`src/hdl/dpsc_pkg.sv`:
```
// Shared types, constants and the saturating add for the prime sum counter.
// No dependencies.
package dpsc_pkg;

    localparam int SUM_W       = 12;
    localparam int PARTS_W     = 5;
    localparam int COUNT_W     = 32;
    localparam int ENTRY_W     = COUNT_W + 1;
    localparam int FIRST_PRIME = 2;

    // bit COUNT_W is the sticky saturation flag, low bits the count
    typedef logic [ENTRY_W-1:0] t_entry;

    localparam t_entry SAT_ENTRY = '1;

    typedef struct packed {
        logic busy;
        logic done;
    } t_bld_stat;

    function automatic t_entry sat_add(input t_entry a, input t_entry b);
        t_entry r;
        r = {1'b0, a[COUNT_W-1:0]} + {1'b0, b[COUNT_W-1:0]};
        if (a[COUNT_W] || b[COUNT_W] || r[COUNT_W]) begin
            r = SAT_ENTRY;
        end
        return r;
    endfunction

endpackage

```
`src/hdl/dpsc_flag_ram.sv`:
```
// Prime flag memory: one write port, one read port with registered data.
// Uses no package items.
module dpsc_flag_ram #(
    parameter int DEPTH = 2049,
    parameter int AW    = 12
) (
    input  logic          i_clk,
    input  logic          i_we,
    input  logic [AW-1:0] i_waddr,
    input  logic          i_wdata,
    input  logic          i_re,
    input  logic [AW-1:0] i_raddr,
    output logic          o_rdata
);

    logic r_mem [DEPTH];
    logic r_rdata;

    always_ff @(posedge i_clk) begin
        if (i_we) begin
            r_mem[i_waddr] <= i_wdata;
        end
        if (i_re) begin
            r_rdata <= r_mem[i_raddr];
        end
    end

    assign o_rdata = r_rdata;

endmodule

```
`src/hdl/dpsc_builder.sv`:
```
// Table builder: clears the ways table, sieves primes into its flag memory,
// then runs the 0/1 knapsack update pass. Depends on dpsc_pkg, dpsc_flag_ram.
module dpsc_builder #(
    parameter int MAX_SUM   = 2048,
    parameter int MAX_PARTS = 16,
    parameter int AW        = 16
) (
    input  logic              i_clk,
    input  logic              i_rst_n,
    input  logic              i_start,
    output dpsc_pkg::t_bld_stat o_stat,
    output logic              o_we,
    output logic [AW-1:0]     o_waddr,
    output dpsc_pkg::t_entry   o_wdata,
    output logic              o_re,
    output logic [AW-1:0]     o_raddr0,
    output logic [AW-1:0]     o_raddr1,
    input  dpsc_pkg::t_entry   i_rdata0,
    input  dpsc_pkg::t_entry   i_rdata1
);
    import dpsc_pkg::*;

    localparam int ROW_LEN = MAX_PARTS + 1;
    localparam int DEPTH   = (MAX_SUM + 1) * ROW_LEN;
    localparam int SW      = $clog2(MAX_SUM + 1);
    localparam int KW      = $clog2(MAX_PARTS + 1);
    localparam int MW      = $clog2(2 * MAX_SUM + 2);

    typedef enum logic [3:0] {
        B_IDLE, B_CLEAR, B_SV_CHK, B_SV_RD, B_SV_MARK,
        B_KP_CHK, B_KP_RD, B_KP_RUN, B_KP_DRAIN, B_DONE
    } t_bstate;

    t_bstate         r_state;
    logic [AW-1:0]   r_c;
    logic [SW-1:0]   r_p;
    logic [MW-1:0]   r_sq;
    logic [MW-1:0]   r_m;
    logic [KW-1:0]   r_k;
    logic [SW-1:0]   r_s;
    logic            r_pv;
    logic [AW-1:0]   r_wa;

    logic            flag_we;
    logic [SW-1:0]   flag_waddr;
    logic            flag_wdata;
    logic            flag_re;
    logic            flag_rdata;
    logic [AW-1:0]   addr0;
    logic [AW-1:0]   addr1;
    logic [MW-1:0]   n_m;
    logic [MW-1:0]   n_sq;
    logic            clear_flag;

    dpsc_flag_ram #(
        .DEPTH (MAX_SUM + 1),
        .AW    (SW)
    ) u_flags (
        .i_clk   (i_clk),
        .i_we    (flag_we),
        .i_waddr (flag_waddr),
        .i_wdata (flag_wdata),
        .i_re    (flag_re),
        .i_raddr (r_p),
        .o_rdata (flag_rdata)
    );

    // entry (s, k) and its knapsack source (s - p, k - 1)
    assign addr0 = AW'(AW'(r_s) * AW'(ROW_LEN) + AW'(r_k));
    assign addr1 = AW'(AW'(r_s - r_p) * AW'(ROW_LEN) + AW'(r_k - KW'(1)));
    assign n_m   = MW'(r_m + MW'(r_p));
    assign n_sq  = MW'(r_sq + (MW'(r_p) << 1) + MW'(1));

    // flag memory is initialized alongside the table clear
    assign clear_flag = (r_state == B_CLEAR) && (int'(r_c) <= MAX_SUM);
    assign flag_we    = clear_flag || (r_state == B_SV_MARK);
    assign flag_waddr = clear_flag ? SW'(r_c) : SW'(r_m);
    assign flag_wdata = clear_flag ? (int'(r_c) >= FIRST_PRIME) : 1'b0;
    assign flag_re    = (r_state == B_SV_CHK) || (r_state == B_KP_CHK);

    // Writes land in the cycle after their reads. Within a prime all writes hit
    // row k while reads of later cells are row k at smaller sums or row k-1,
    // so no read overtakes a pending write.
    assign o_we     = (r_state == B_CLEAR) || r_pv;
    assign o_waddr  = (r_state == B_CLEAR) ? r_c : r_wa;
    assign o_wdata  = (r_state == B_CLEAR) ? ((r_c == '0) ? t_entry'(1) : '0)
                                           : sat_add(i_rdata0, i_rdata1);
    assign o_re     = (r_state == B_KP_RUN);
    assign o_raddr0 = addr0;
    assign o_raddr1 = addr1;

    assign o_stat.busy = (r_state != B_IDLE);
    assign o_stat.done = (r_state == B_DONE);

    always_ff @(posedge i_clk) begin
        if (!i_rst_n) begin
            r_state <= B_IDLE;
            r_pv    <= 1'b0;
        end else begin
            r_pv <= (r_state == B_KP_RUN);
            unique case (r_state)
                B_IDLE: begin
                    if (i_start) begin
                        r_c     <= '0;
                        r_state <= B_CLEAR;
                    end
                end
                B_CLEAR: begin
                    r_c <= AW'(r_c + AW'(1));
                    if (r_c == AW'(DEPTH - 1)) begin
                        r_p     <= SW'(FIRST_PRIME);
                        r_sq    <= MW'(FIRST_PRIME * FIRST_PRIME);
                        r_state <= B_SV_CHK;
                    end
                end
                B_SV_CHK: begin
                    if (r_sq > MW'(MAX_SUM)) begin
                        r_p     <= SW'(FIRST_PRIME);
                        r_state <= B_KP_CHK;
                    end else begin
                        r_state <= B_SV_RD;
                    end
                end
                B_SV_RD: begin
                    if (flag_rdata) begin
                        r_m     <= r_sq;
                        r_state <= B_SV_MARK;
                    end else begin
                        r_p     <= SW'(r_p + SW'(1));
                        r_sq    <= n_sq;
                        r_state <= B_SV_CHK;
                    end
                end
                B_SV_MARK: begin
                    r_m <= n_m;
                    if (n_m > MW'(MAX_SUM)) begin
                        r_p     <= SW'(r_p + SW'(1));
                        r_sq    <= n_sq;
                        r_state <= B_SV_CHK;
                    end
                end
                B_KP_CHK: begin
                    r_state <= B_KP_RD;
                end
                B_KP_RD: begin
                    if (flag_rdata) begin
                        r_k     <= KW'(MAX_PARTS);
                        r_s     <= SW'(MAX_SUM);
                        r_state <= B_KP_RUN;
                    end else if (r_p == SW'(MAX_SUM)) begin
                        r_state <= B_DONE;
                    end else begin
                        r_p     <= SW'(r_p + SW'(1));
                        r_state <= B_KP_CHK;
                    end
                end
                B_KP_RUN: begin
                    r_wa <= addr0;
                    if (r_s == r_p) begin
                        if (r_k == KW'(1)) begin
                            r_state <= B_KP_DRAIN;
                        end else begin
                            r_k <= KW'(r_k - KW'(1));
                            r_s <= SW'(MAX_SUM);
                        end
                    end else begin
                        r_s <= SW'(r_s - SW'(1));
                    end
                end
                B_KP_DRAIN: begin
                    if (r_p == SW'(MAX_SUM)) begin
                        r_state <= B_DONE;
                    end else begin
                        r_p     <= SW'(r_p + SW'(1));
                        r_state <= B_KP_CHK;
                    end
                end
                B_DONE: begin
                    r_state <= B_IDLE;
                end
                default: begin
                    r_state <= B_IDLE;
                end
            endcase
        end
    end

endmodule

```
`config.mk`:
```
export PLATFORM = sky130hd
export DESIGN_NAME = dpsc_builder
export DESIGN_NICKNAME = d
export VERILOG_FILES = /design/src/hdl/dpsc_pkg.sv /design/src/hdl/dpsc_flag_ram.sv /design/src/hdl/dpsc_builder.sv
export SDC_FILE = /design/constraint.sdc
export NUM_CORES = 2
export LEC_CHECK = 0
export BUFFER_PORTS_ARGS = -buffer_cell sky130_fd_sc_hd__buf_2
export CAP_MARGIN = 40
export CORE_ASPECT_RATIO = 0.9
export CORE_MARGIN = 5
export CORE_UTILIZATION = 45
export CTS_CLUSTER_DIAMETER = 60
export DETAILED_ROUTE_END_ITERATION = 10
export HOLD_SLACK_MARGIN = 0.06
export PLACE_DENSITY = 0.58
export SLEW_MARGIN = 20
export SYNTH_ARGS = -nofsm -noshare
export SYNTH_HDL_FRONTEND = slang
export SYNTH_SLANG_ARGS = --single-unit
export TNS_END_PERCENT = 5
```
`constraint.sdc`:
```
create_clock -name i_clk -period 91.7 [get_ports i_clk]
set_input_delay 18.34 -clock i_clk [delete_from_list [all_inputs] [get_ports i_clk]]
set_output_delay 18.34 -clock i_clk [all_outputs]
set_load 0.01 [all_outputs]
```
==> results.txt <==
For this run, the leading register cell type out of synthesis is edfxtp_1. The share of flip-flops with an asynchronous set or reset came out at 0. The final layout contains 7,388 nets. The headroom to the max-slew limit was 0.175; the CTS buffer count was 218. The vertical die dimension was 454 um; the achievable clock frequency was 0.0248 GHz.

Synthesis instantiated 85 different standard cells from the library. The later pin in the worst-skew pair is clocked with a latency of 0.89 ns. Synthesis produced 7,166 cells.

The multiplexer share of the synthesized area is 0.128, and the register bit count reported by yosys is 2,142. Prior to clock tree synthesis, the placed netlist has a worst setup slack of 51.38 ns. Across the run, the number of max-cap violations was 0. After clock tree synthesis, the flow added hold-fix buffers numbering 0. The number of DRC markers after the initial detailed-route iteration is 8,376, and the total core area is 0.219 mm2.

TritonCTS built the clock tree. The Yosys warning count is 0, and the final total negative setup slack is 0 ns. The first detailed-routing pass ran for 5 iterations. The all-layer global routing usage is 0.249. Dividing the detail-routed wire length by the instance count gives 28.2 um. The tools report the post-route worst setup slack as 51.34 ns.

edfxtp_1 takes more of the synthesized area than any other cell. Initial antenna violation count: 8. After floorplanning, the core was divided into 163 placement rows. CTS placed an instance of clkbuf_16 at the clock tree root.

The critical path is of the in -> out type. No sink is reached through more buffers than the 3 on the longest clock path. Share of layout cells above drive strength 1: 0.179. The final hold violation count is 0. Setup repair after global routing left no endpoint under its margin.

In this run, synthesis inferred 2,137 flip-flops with an integrated enable. The largest clock skew in the final design is 0.0887 ns. Clock-pin slew on the worst setup and hold paths: 0.06 ns. Endpoint kind of the worst setup timing path: an output pin.

After clock tree synthesis, the setup repair step added 0 buffers. For the number of antenna-violating nets in the routed design, the log shows 0. The cell type of the slowest stage on the worst timing path is o31ai_4. The run gives 0 as the post-cts resize count. The share of the synthesized area in the top cell type was 0.651. Wires add up to 289,000 um. Number of levels the H-tree was split into: 4.

The main combinational cell family by area after synthesis was multiplexers. Of all nets on the critical path, the largest fanout is 19. VDD sags by at most 0.0000197 V. The top cell family by delay on the critical path was compound AO/OA/AOI/OAI gates. In the routed design, unresolved DRC markers number 0. The synthesized-area fraction occupied by and/or/nand/nor cells is 0.113. The die covers 0.228 mm2. The leakage power total came out at 33.1 nW. In the layout the commonest cells are nor2_1 (2,192), edfxtp_1 (2,137), mux4_2 (482), clkbuf_16 (218), nand2_1 (198).

The via count of the first global-routing pass was 60,700. The tools report the CTS sink count as 2,142. Once detailed placement completed, the half-perimeter wirelength came to 163,000 um. The total standard cell area after synthesis is 0.0985 mm2. The minimum clock period is 40.36 ns, and the area added between synthesis and finish is 11.5%. Sorting the synthesized cells by area gives the leading types as edfxtp_1 (65%), mux4_2 (11%), nor2_1 (8.4%). The final count of negative-setup-slack endpoints is 0, and the horizontal die dimension is 503 um. Walking the worst path, the cells encountered are buf_2 > ha_1 > inv_1 > fa_1 > nor2b_1 > o21ai_0 > a21boi_0 > o311ai_0 > a2111oi_0 > nor3_1 > o211ai_1 > o31ai_4 > buf_8 > o21ai_0 > buf_2. The number of buffers inserted by port buffering was 153. In this run the worst setup path begins at i_rdata0[0]. The endpoint arrival time on the critical path was 22.02 ns; the area fraction in compound gates after synthesis was 0.0424.

The area share of fa/ha/maj cells after synthesis is 0.0224, and the maximum number of pins on one net before global-route repair is 264. For this design the top-level I/O count stands at 154. For the number of slew-limit violations in the final report, the log shows 0. The tools report the final global-route overflow total as 0. Each instance of the synthesized netlist takes up on average 13.8 um2. The number of buffers and inverters on the critical path is 4. The tools report the launching point of the worst reg2reg path as r_p[0]. The run gives 0.652 as the proportion of synthesized chip area in sequential cells. The flow ran to the end, and the final reports show no timing, DRC or antenna violations. The worst setup path is launched from a primary input. For the worst setup path, the data required time is 73.36 ns. The tools report the total via count after detailed routing as 62,000.

The class of the worst hold path was reg -> reg. The initial core utilization came out at 0.451. The ratio of final minimum period to clock period is 0.440, and the delay of the slowest critical-path stage is 0.57 ns. The first-pass GRT wire length came out at 416,000 um. The xor-xnor portion of the synthesized cell area is 0.00987, and the final weighted congestion in routability-driven placement is 0.837. Most common cell after layout, fill and taps aside: nor2_1.

After detailed routing, the number of vias per cell comes to 6.07. Power spread over the standard cell area amounts to 22.3 mW/mm2. In this run the most critical hold path is launched from r_sq[3].

For the pin with the worst max-slew slack, the measured transition is 1.24 ns. The number of nets handed over by synthesis was 7,402.
path summary, 6_finish.rpt:
path,end,slack [ns],cells after the start
max,o_wdata[22],51.34,15
min,r_m[3],0.62,2
max reg2reg,u_flags.o_rdata,84.83,15
min reg2reg,r_m[3],0.62,2
power breakdown:
| part | switching (mW) | leakage [nW] | internal [mW] |
|---|---|---|---|
| sequential | 0.0111 | 18.4 | 1.09 |
| clock | 0.385 | 3.27 | 0.463 |
| combinational | 0.317 | 11.4 | 0.188 |
metrics by stage:
stage	utilization	instances	hold WS, ns	power (mW)	area, um2
detailed placement	0.470	9800	0.590	1.62	103000
global placement	0.467	9764	0.581	1.60	102000
finish	0.503	10200	0.615	2.45	110000
global route	0.503	10200	0.643	2.54	110000
floorplan	-	7166	0.550	1.51	98500
CTS	0.501	10200	0.621	2.46	109000
synthesized netlist by cell type, types with 90 or more instances:
master / count
buf_2: 90
inv_1: 96
nor2_1: 2196
a21oi_1: 116
nand3_1: 112
ha_1: 151
o21ai_0: 119
nand2_1: 211
clkbuf_1: 394
mux4_2: 482
mux2i_1: 160
edfxtp_1: 2137
registers in the layout, indices dropped and copies added (netlist names):
register / cells
r_p: 12
r_sq: 13
r_pv: 1
r_m: 13
r_state: 4
r_wa: 16
u_flags.r_mem: 2049
r_s: 12
r_c: 16
u_flags.o_rdata: 1
r_k: 5
logic make-up after synthesis:
family,Yosys count
AND/OR/NAND/NOR,2758
multiplexers,651
XOR/XNOR,111
AO/OA/AOI/OAI,616
adder cells (fa/ha/maj),167
buffers and inverters,721
flip-flops,2142
worst min-delay path: cells and delay by family, from the launching register on:
| family | cells | cell delay, ns |
|---|---|---|
| simple gates | 1 | 0.06 |
| flops | 1 | 0.38 |
| compound gates | 1 | 0.07 |
final cells by class:
| cell class | instances | area, um2 |
|---|---|---|
| Fill cell | 18800 | 109000 |
| Multi-Input combinational cell | 4303 | 31600 |
| Sequential cell | 2142 | 64300 |
| Antenna cell | 5 | 12.5 |
| Timing Repair Buffer | 386 | 3240 |
| Clock buffer | 270 | 5670 |
| Inverter | 101 | 387 |
| Tap cell | 2887 | 3610 |
| Clock inverter | 131 | 1080 |
metal layers:
layer  GRT usage  vias to the layer above  routed length (um)
met5           0                        -                   0
met4      0.0729                        0                8650
met3      0.0416                      442               26800
met2       0.393                     2941              134000
met1       0.359                    32300              119000
li1            -                    26400                   -
Power figures use the tool's default switching activity.
